**config.mk**
```make
export PLATFORM = sky130hd
export DESIGN_NAME = brf_alu
export DESIGN_NICKNAME = d
export VERILOG_FILES = /design/src/brf_pkg.sv /design/src/brf_alu.sv
export SDC_FILE = /design/constraint.sdc
export NUM_CORES = 2
export LEC_CHECK = 0
export BUFFER_PORTS_ARGS = -buffer_cell sky130_fd_sc_hd__buf_4
export CORE_MARGIN = 1.5
export CORE_UTILIZATION = 50
export DETAILED_ROUTE_END_ITERATION = 8
export PLACE_DENSITY = 0.66
export SETUP_SLACK_MARGIN = 0.3
export SLEW_MARGIN = 0
export SYNTH_ARGS = -nofsm -noshare
export SYNTH_HDL_FRONTEND = slang
export SYNTH_SLANG_ARGS = --single-unit
```
**constraint.sdc**
```tcl
create_clock -name clock -period 48.7 [get_ports clock]
set_input_delay 4.87 -clock clock [delete_from_list [all_inputs] [get_ports clock]]
set_output_delay 4.87 -clock clock [all_outputs]
set_load 0.02 [all_outputs]
```
**src/brf_pkg.sv**
```systemverilog
`timescale 1ns / 1ps
`default_nettype none
package brf_pkg;

   // search phase as seen between items
   typedef enum logic [3:0] {
      PH_IDLE      = 4'd0,
      PH_EVAL_A    = 4'd1,
      PH_EVAL_B    = 4'd2,
      PH_BISECT0   = 4'd3,
      PH_WIDEN_A   = 4'd4,
      PH_WIDEN_B   = 4'd5,
      PH_WIDEN_ONE = 4'd6,
      PH_BISECT_W  = 4'd7,
      PH_BRENT     = 4'd8
   } phase_type;

   typedef enum logic [2:0] {
      OP_ADD,
      OP_SUB,
      OP_HALF,
      OP_AVG,
      OP_MUL,
      OP_MULE,
      OP_DIV
   } alu_op_type;

   typedef struct packed {
      logic       start;
      alu_op_type op;
   } alu_ctl_type;

   typedef enum logic [2:0] {
      AS_IDLE,
      AS_MUL,
      AS_MFIN,
      AS_DIV,
      AS_DFIN
   } alu_state_type;

   typedef enum logic [5:0] {
      S_IDLE, S_EMIT, S_BIS_AVG, S_WID_A, S_WID_B, S_NEXT_BR,
      S_B0, S_B0S, S_B1, S_B2, S_B3, S_B4, S_B5, S_B6, S_B7, S_B8, S_B9,
      S_S1, S_S2, S_S3,
      S_I1, S_I2, S_I3, S_I4, S_I5, S_I6, S_I7, S_I8,
      S_I9, S_I10, S_I11, S_I12, S_I13, S_I14, S_I15, S_I16,
      S_SIGN,
      S_C1, S_C2, S_C3, S_C4, S_C5, S_C6, S_C7, S_C8, S_C9, S_C10, S_C11,
      S_STEP
   } seq_state_type;

   localparam logic OPN_START  = 1'b0;
   localparam logic OPN_ANSWER = 1'b1;

   localparam logic [1:0] KIND_REQUEST = 2'd0;
   localparam logic [1:0] KIND_ROOT    = 2'd1;
   localparam logic [1:0] KIND_FAIL    = 2'd2;

   localparam logic [2:0] ERR_NONE          = 3'd0;
   localparam logic [2:0] ERR_BOTH_UNDEF    = 3'd1;
   localparam logic [2:0] ERR_NO_DEFINED    = 3'd2;
   localparam logic [2:0] ERR_NOT_BRACKETED = 3'd3;
   localparam logic [2:0] ERR_UNDEF_ITER    = 3'd4;
   localparam logic [2:0] ERR_TOO_MANY      = 3'd5;

   localparam logic [2:0] CSR_WIDEN_STEP = 3'd0;
   localparam logic [2:0] CSR_ABS_TOL    = 3'd1;
   localparam logic [2:0] CSR_REL_EPS    = 3'd2;
   localparam logic [2:0] CSR_MAX_TRIES  = 3'd3;
   localparam logic [2:0] CSR_MAX_ITER   = 3'd4;

   localparam logic [1:0] SIDE_NONE  = 2'd0;
   localparam logic [1:0] SIDE_LOWER = 2'd1;
   localparam logic [1:0] SIDE_UPPER = 2'd2;

   localparam logic [62:0] RST_WIDEN_STEP = 63'd10995116277760;
   localparam logic [62:0] RST_ABS_TOL    = 63'd109951;
   localparam logic [39:0] RST_REL_EPS    = 40'd32985;
   localparam logic [3:0]  RST_MAX_TRIES  = 4'd5;
   localparam logic [9:0]  RST_MAX_ITER   = 10'd1000;

   localparam int EPS_FRAC   = 40;
   localparam int DIGIT_BITS = 16;

endpackage
`default_nettype wire

```
**src/brf_alu.sv**
```systemverilog
`timescale 1ns / 1ps
`default_nettype none
module brf_alu #(
   parameter int WORD_BITS = 64,
   parameter int FRAC_BITS = 40
) (
   input  wire logic                        clock,
   input  wire logic                        reset,
   input  wire brf_pkg::alu_ctl_type        ctl,
   input  wire logic signed [WORD_BITS-1:0] x_op,
   input  wire logic signed [WORD_BITS-1:0] y_op,
   output logic                             done,
   output logic signed [WORD_BITS-1:0]      res
);
   import brf_pkg::*;

   localparam int W  = WORD_BITS;
   localparam int NB = W + FRAC_BITS;
   localparam int ND = (W + DIGIT_BITS - 1) / DIGIT_BITS;
   localparam int MW = ND * DIGIT_BITS;
   localparam int CW = $clog2(NB + 1);
   localparam int PW = 2 * W + 1;
   localparam logic signed [W-1:0] WMAX = {1'b0, {(W-1){1'b1}}};
   localparam logic signed [W-1:0] WMIN = {1'b1, {(W-1){1'b0}}};

   alu_state_type        st_ff, st_in;
   alu_op_type           op_ff, op_in;
   logic                 neg_ff, neg_in;
   logic [CW-1:0]        cnt_ff, cnt_in;
   logic [2*W-1:0]       acc_ff, acc_in;
   logic [W-1:0]         mcand_ff, mcand_in;
   logic [MW-1:0]        mplier_ff, mplier_in;
   logic [NB-1:0]        num_ff, num_in;
   logic [W-1:0]         rem_ff, rem_in;
   logic [NB-1:0]        quo_ff, quo_in;
   logic [W-1:0]         den_ff, den_in;
   logic                 done_ff, done_in;
   logic signed [W-1:0]  res_ff, res_in;

   logic [W-1:0]         mag_x, mag_y;
   logic [W:0]           sum_w, dif_w;
   logic [W+DIGIT_BITS-1:0] pprod;
   logic [W:0]           rem_try;
   logic [PW-1:0]        rnd_m, rnd_e, shf, lim_p, mag_p;
   logic [NB-1:0]        lim_q, mag_q;

   assign mag_x = x_op[W-1] ? (~x_op + 1'b1) : x_op;
   assign mag_y = y_op[W-1] ? (~y_op + 1'b1) : y_op;
   assign sum_w = {x_op[W-1], x_op} + {y_op[W-1], y_op};
   assign dif_w = {x_op[W-1], x_op} - {y_op[W-1], y_op};

   assign pprod   = mcand_ff * mplier_ff[MW-1 -: DIGIT_BITS];
   assign rem_try = {rem_ff, num_ff[NB-1]};

   // round half away from zero on the magnitude, then saturate
   assign rnd_m = {1'b0, acc_ff} + (PW'(1) << (FRAC_BITS - 1));
   assign rnd_e = {1'b0, acc_ff} + (PW'(1) << (EPS_FRAC - 1));
   assign shf   = (op_ff == OP_MULE) ? (rnd_e >> EPS_FRAC) : (rnd_m >> FRAC_BITS);
   assign lim_p = neg_ff ? (PW'(1) << (W - 1)) : ((PW'(1) << (W - 1)) - PW'(1));
   assign mag_p = (shf > lim_p) ? lim_p : shf;
   assign lim_q = neg_ff ? (NB'(1) << (W - 1)) : ((NB'(1) << (W - 1)) - NB'(1));
   assign mag_q = (quo_ff > lim_q) ? lim_q : quo_ff;

   always_comb begin
      st_in     = st_ff;
      op_in     = op_ff;
      neg_in    = neg_ff;
      cnt_in    = cnt_ff;
      acc_in    = acc_ff;
      mcand_in  = mcand_ff;
      mplier_in = mplier_ff;
      num_in    = num_ff;
      rem_in    = rem_ff;
      quo_in    = quo_ff;
      den_in    = den_ff;
      res_in    = res_ff;
      done_in   = 1'b0;
      case (st_ff)
         AS_IDLE: begin
            if (ctl.start) begin
               op_in  = ctl.op;
               neg_in = x_op[W-1] ^ y_op[W-1];
               case (ctl.op)
                  OP_ADD: begin
                     res_in  = (sum_w[W] != sum_w[W-1]) ? (sum_w[W] ? WMIN : WMAX)
                                                         : sum_w[W-1:0];
                     done_in = 1'b1;
                  end
                  OP_SUB: begin
                     res_in  = (dif_w[W] != dif_w[W-1]) ? (dif_w[W] ? WMIN : WMAX)
                                                         : dif_w[W-1:0];
                     done_in = 1'b1;
                  end
                  OP_HALF: begin
                     res_in  = x_op >>> 1;
                     done_in = 1'b1;
                  end
                  OP_AVG: begin
                     res_in  = sum_w[W:1];
                     done_in = 1'b1;
                  end
                  OP_MUL, OP_MULE: begin
                     mcand_in  = mag_x;
                     mplier_in = MW'(mag_y);
                     acc_in    = '0;
                     cnt_in    = CW'(ND);
                     st_in     = AS_MUL;
                  end
                  OP_DIV: begin
                     if (mag_y == '0) begin
                        res_in  = (mag_x == '0) ? '0
                                                : ((x_op[W-1] ^ y_op[W-1]) ? WMIN : WMAX);
                        done_in = 1'b1;
                     end else begin
                        num_in = NB'(mag_x) << FRAC_BITS;
                        den_in = mag_y;
                        rem_in = '0;
                        quo_in = '0;
                        cnt_in = CW'(NB);
                        st_in  = AS_DIV;
                     end
                  end
                  default: begin
                     res_in  = '0;
                     done_in = 1'b1;
                  end
               endcase
            end
         end
         AS_MUL: begin
            // one 16-bit digit of the multiplier a cycle, top digit first
            acc_in    = (acc_ff << DIGIT_BITS) + (2*W)'(pprod);
            mplier_in = mplier_ff << DIGIT_BITS;
            cnt_in    = cnt_ff - 1'b1;
            if (cnt_ff == CW'(1)) st_in = AS_MFIN;
         end
         AS_MFIN: begin
            res_in  = neg_ff ? -mag_p[W-1:0] : mag_p[W-1:0];
            done_in = 1'b1;
            st_in   = AS_IDLE;
         end
         AS_DIV: begin
            // restoring division, one quotient bit a cycle
            if (rem_try >= {1'b0, den_ff}) begin
               rem_in = W'(rem_try - {1'b0, den_ff});
               quo_in = {quo_ff[NB-2:0], 1'b1};
            end else begin
               rem_in = rem_try[W-1:0];
               quo_in = {quo_ff[NB-2:0], 1'b0};
            end
            num_in = num_ff << 1;
            cnt_in = cnt_ff - 1'b1;
            if (cnt_ff == CW'(1)) st_in = AS_DFIN;
         end
         AS_DFIN: begin
            res_in  = neg_ff ? -mag_q[W-1:0] : mag_q[W-1:0];
            done_in = 1'b1;
            st_in   = AS_IDLE;
         end
         default: st_in = AS_IDLE;
      endcase
   end

   always_ff @(posedge clock) begin
      if (reset) begin
         st_ff   <= AS_IDLE;
         done_ff <= 1'b0;
      end else begin
         st_ff   <= st_in;
         done_ff <= done_in;
      end
   end

   always_ff @(posedge clock) begin
      op_ff     <= op_in;
      neg_ff    <= neg_in;
      cnt_ff    <= cnt_in;
      acc_ff    <= acc_in;
      mcand_ff  <= mcand_in;
      mplier_ff <= mplier_in;
      num_ff    <= num_in;
      rem_ff    <= rem_in;
      quo_ff    <= quo_in;
      den_ff    <= den_in;
      res_ff    <= res_in;
   end

   assign done = done_ff;
   assign res  = res_ff;

endmodule
`default_nettype wire

```
# After elaboration in Yosys (flattened, before gate mapping)
# Index checks and enable logic that the tools add are counted.
[totals]
register_bits = 668
inputBits = 134
[classes]
n_addsub = 10
n_mul = 1
n_lt_le_gt_ge = 3
eq_ne = 23
mux = 52
n_bitwise = 4
n_reduce_logical = 19
[ops]
columns = ["operator", "count"]
rows = [
  ["two-way mux 64 bit", 22],
  ["two-way mux 104 bit", 6],
  ["case mux 104 bit (2 select lines)", 2],
  ["case mux 64 bit (6 select lines)", 1],
  ["two-way mux 128 bit", 2],
  ["case mux 128 bit (2 select lines)", 1],
  ["case mux 64 bit (2 select lines)", 2],
  ["case mux 64 bit (3 select lines)", 1],
  ["adder 128 x 40 -> 129 bit (second input constant)", 1],
  ["adder 128 x 80 -> 128 bit", 1],
  ["adder 64 x 1 -> 64 bit (second input constant)", 2],
  ["logical NOT 64 bit", 2],
  ["negator 64 bit", 2],
  ["NOT 64 bit", 2],
  ["greater-than comparator 104 x 64 -> 1 bit", 1],
  ["greater-than comparator 89 x 64 -> 1 bit", 1],
  ["multiplier 64 x 16 -> 80 bit", 1],
  ["adder 64 x 64 -> 65 bit", 1],
  [">= comparator 65 x 64 -> 1 bit", 1],
  ["subtractor 64 x 64 -> 65 bit", 1],
  ["subtractor 64 bit", 1],
  ["case mux 7 bit (2 select lines)", 2],
  ["AND reduction 4 bit", 4],
  ["two-way mux 7 bit", 2],
  ["24 further kinds", 50],
]

# Longest topological paths before layout
[logic_depth]
word_depth = 9
ltp_mapped = 33
depth_no_buf = 27

# Worst setup path after synthesis
# Ideal clock, no wire load.
[synth_timing]
path_kind = "input to register"
from = "input y_op[1]"
to = "register num_ff[100], enable pin"
setup_ps = 922
arrival_ps = 19366
required_time_ps = 47778
slack_ps = 28412
path_stages = 14
n_path_buf = 1
cell_sequence = "inv_1 ha_1 or4b_2 or4_1 or3_1 or3_1 clkbuf_1 o41ai_1 xnor2_1 nand3_1 nor4_1 nand4b_1 nand2_1 a22oi_1"
[synth_via]
elab_chain_cells = 6
[synth_rtl]
columns = ["item", "line", "source"]
rows = [
  ["start: declaration", "brf_alu.sv:11", "input wire logic signed [WORD_BITS-1:0] y_op,"],
  ["NOT 64 bit", "brf_alu.sv:48", "assign mag_y = y_op[W-1] ? (~y_op + 1'b1) : y_op;"],
  ["adder 64 x 1 -> 64 bit", "brf_alu.sv:48", ""],
  ["two-way mux 64 bit (*)", "brf_alu.sv:48", ""],
  ["logical NOT 64 bit (*)", "brf_alu.sv:110", "if (mag_y == '0) begin"],
  ["inequality test 2 bit (no line) (*)", "n/a", ""],
  ["AND reduction 4 bit (no line) (*)", "n/a", ""],
  ["end signal: assignment", "brf_alu.sv:181", "num_ff <= num_in;"],
  ["end: declaration", "brf_alu.sv:33", "logic [NB-1:0] num_ff, num_in;"],
]
# Every way passes the cells marked *; elsewhere a longest branch is shown, timed or not.
# A chain may end at the register's enable or synchronous reset.

# Final worst setup path
[layout_timing]
from = "input y_op[1]"
to = "register res_ff[44], in the netlist res[44], enable pin"
[layout_via]
elab_chain_cells = 6
[layout_rtl]
columns = ["item", "line", "source"]
rows = [
  ["NOT 64 bit", "brf_alu.sv:48", ""],
  ["adder 64 x 1 -> 64 bit", "brf_alu.sv:48", ""],
  ["two-way mux 64 bit (*)", "brf_alu.sv:48", ""],
  ["logical NOT 64 bit (*)", "brf_alu.sv:110", ""],
  ["inequality test 3 bit (no line) (*)", "n/a", ""],
  ["AND reduction 4 bit (no line) (*)", "n/a", ""],
  ["end signal: assignment", "brf_alu.sv:185", "res_ff <= res_in;"],
  ["end: declaration", "brf_alu.sv:38", "logic signed [W-1:0] res_ff, res_in;"],
]
# Marks and branches as above.

==> results.json <==
{
  "drt_first_pass_iters": 8,
  "wl_mm": 357,
  "worstHoldPathType": "reg -> reg",
  "grt_pass1_wl_mm": 522,
  "dieArea_mm2": 0.177,
  "skew_ns": 0.0542,
  "yosysMostFrequentCell": "inv_1",
  "synthDistinctLibCells": 91,
  "worst_skew_pair.late_latency_ns": 0.73,
  "dpl-instance-area_mm2": 0.0903,
  "critPathCaptureType": "register",
  "finish.instance_area_mm2": 0.0928,
  "cts_tree": "yes",
  "cts_resized": 0,
  "ios": 199,
  "grt_antenna_before_repair": 45,
  "synth_top_flop_cell": "edfxtp_1",
  "final_hold_viol_count": 0,
  "cts_post_setup_buffers_inserted": 0,
  "period_share_pct": 23.6,
  "netlist_area_mm2": 0.0870,
  "htreeDepth": 3,
  "postSynthAreaPerCell_um2": 8.45,
  "worst_pin_slew_ns": 1.53,
  "synth_top_area_cell": "edfxtp_1",
  "fp-row-count": 152,
  "hold_buffers": 0,
  "synth_edf_count": 624,
  "synth_cells": 10299,
  "outcome": "finished, violations left",
  "yosysWarningCount": 0,
  "fin_setup_tns_ns": 0,
  "syn-num-nets": 11863,
  "slew_violations": 2,
  "worst-setup-path-type": "in -> reg",
  "grt_max_degree": 156,
  "synthTopCellsByArea": "edfxtp_1 (22%), fa_1 (21%), ha_1 (7.1%)",
  "fp.dieH_um": 420,
  "viasPerCell": 6.33,
  "grt_usage_pct": 40.2,
  "ys_ff_latch": 628,
  "clockBufferDepth": 3,
  "yosysSeqAreaShare_pct": 21.6,
  "critPathLaunchType": "primary input",
  "core_mm2": 0.172,
  "cts_made_buffers": 77,
  "setup_violations": 0,
  "rsz0062_at_grt": "no",
  "initial_core_util_pct": 50.5,
  "synth.top_cell.area_share_pct": 21.5,
  "worst_ep_arrival_time_ns": 11.83,
  "syn2layout_area_growth_pct": 6.66,
  "max_freq_mhz": 87.1,
  "die_x_um": 420,
  "dp.final_hpwl_mm": 277,
  "io_buffers": 198,
  "drt-initial-drc-count": 8970,
  "maxSlewHeadroom_pct": -2.59,
  "clock_sinks": 628,
  "clk_pin_slew_ns": 0.06,
  "violations": "max-capacitance violations, max-slew violations",
  "drive_above_1_share_pct": 5.61,
  "worst_ep_required_time_ns": 49.04,
  "routabilityCongestion": 1.07,
  "period_needed_ns": 11.49,
  "post_drt_wl_per_cell_um": 28.5,
  "grt_remaining_overflow": 0,
  "cp_max_fo": 36,
  "cts_root_buf": "clkbuf_16",
  "vias": 79228,
  "drv_cap": 1,
  "synthArstFlopShare_pct": 0,
  "postRouteAntennaNets": 0,
  "grt_pass1_vias": 78187,
  "finish.net_count": 11682,
  "drc": 0,
  "ys_top_cells_by_count": "inv_1 (1487), nand2_1 (1091), fa_1 (933)"
}
## placed cells by master, fill, tap and decap left out, types with 42 or more instances in the layout
cell type,instances
xor2_1,133
or4_1,88
a21oi_1,569
a31oi_1,72
nand2b_1,66
nor4_1,140
nor2_1,820
edfxtp_1,624
o211ai_1,78
nor2b_1,55
and2_1,397
nand3_1,197
clkbuf_16,80
a211oi_1,60
o21bai_1,56
and3_1,165
a22oi_1,42
nor3_1,200
mux2i_1,49
xnor2_1,333
inv_1,1486
buf_4,318
or3_1,106
nand2_1,1089
o31ai_1,92
a21o_1,161
or2_2,49
o21ai_0,394
o21a_1,44
fa_1,933
ha_1,497
nand4_1,195
## worst max-delay path, stage by stage
cell	delay, ns
buf_4	0.14
inv_1	0.14
ha_1	0.26
or4b_2	0.70
or4_1	0.64
or2_2	0.39
or3_1	0.38
o21a_1	0.19
o32ai_1	1.01
nand3_1	0.15
nor3_1	0.40
nand4b_1	0.73
a31oi_4	1.16
buf_4	0.60
## worst paths after layout
kind | from | end | slack (ns) | cells past startpoint
setup / recovery | y_op[1] | res[44] | 37.21 | 14
hold / removal | num_ff[88] | num_ff[89] | 0.55 | 2
setup reg to reg | acc_ff[51] | res[54] | 38.12 | 25
hold reg to reg | num_ff[88] | num_ff[89] | 0.55 | 2
## metrics by stage
step | util (%) | setup WS [ns] | cells | hold slack (ns)
2_1_floorplan | - | 28.41 | 10299 | 0.484
3_3_place_gp | 52.4 | 36.86 | 12349 | 0.529
3_5_place_dp | 52.4 | 36.82 | 12349 | 0.536
4_1_cts | 53.9 | 37.53 | 12492 | 0.528
5_1_grt | 53.9 | 37.27 | 12499 | 0.563
6_report | 53.9 | 37.21 | 12508 | 0.546
## sequential cells by signal, indices dropped and copies added (netlist names), 3 cells and up
name / cells
quo_ff: 104
res: 64
rem_ff: 64
mplier_ff: 64
st_ff: 3
den_ff: 64
cnt_ff: 7
acc_ff: 128
mcand_ff: 64
num_ff: 64
## logic make-up (layout without fill, tap and decap cells)
| kind of cell | count (synthesis) | count (layout) | share of synthesized area, % |
|---|---|---|---|
| DFF | 628 | 628 | 21.6 |
| AOI/OAI and AO/OA | 1941 | 1941 | 14.4 |
| adders and majority gates | 1430 | 1430 | 28.6 |
| other | 0 | 16 | 0 |
| muxes | 74 | 74 | 0.887 |
| xor gates and xnor gates | 466 | 466 | 4.69 |
| buffers and inverters | 2078 | 1961 | 9.02 |
| and+or+nand+nor | 3682 | 3682 | 20.8 |
## area by class of cell
type	count	area [um^2]
tap	2310	2890
multi-input combinational	7593	60500
inverter	1497	5620
clock inverter	49	478
fill	16078	79500
sequential	628	18800
clock buffer	94	2050
antenna	16	40.0
timing repair buffer	321	2450
## per-layer routing
layer / part of all wire [%] / GRT usage [%] / vias up / wire length (um)
met2: 44 / 61.1 / 4351 / 157000
met1: 39 / 52.0 / 39323 / 140000
li1: - / - / 34506 / -
met3: 9.5 / 8.99 / 1008 / 34000
met5: 0.076 / 0 / - / 270
met4: 7.1 / 24.7 / 40 / 25500
Power is not shown: default switching activity piles up to over one toggle a cycle in this logic, so the estimate is an artifact.
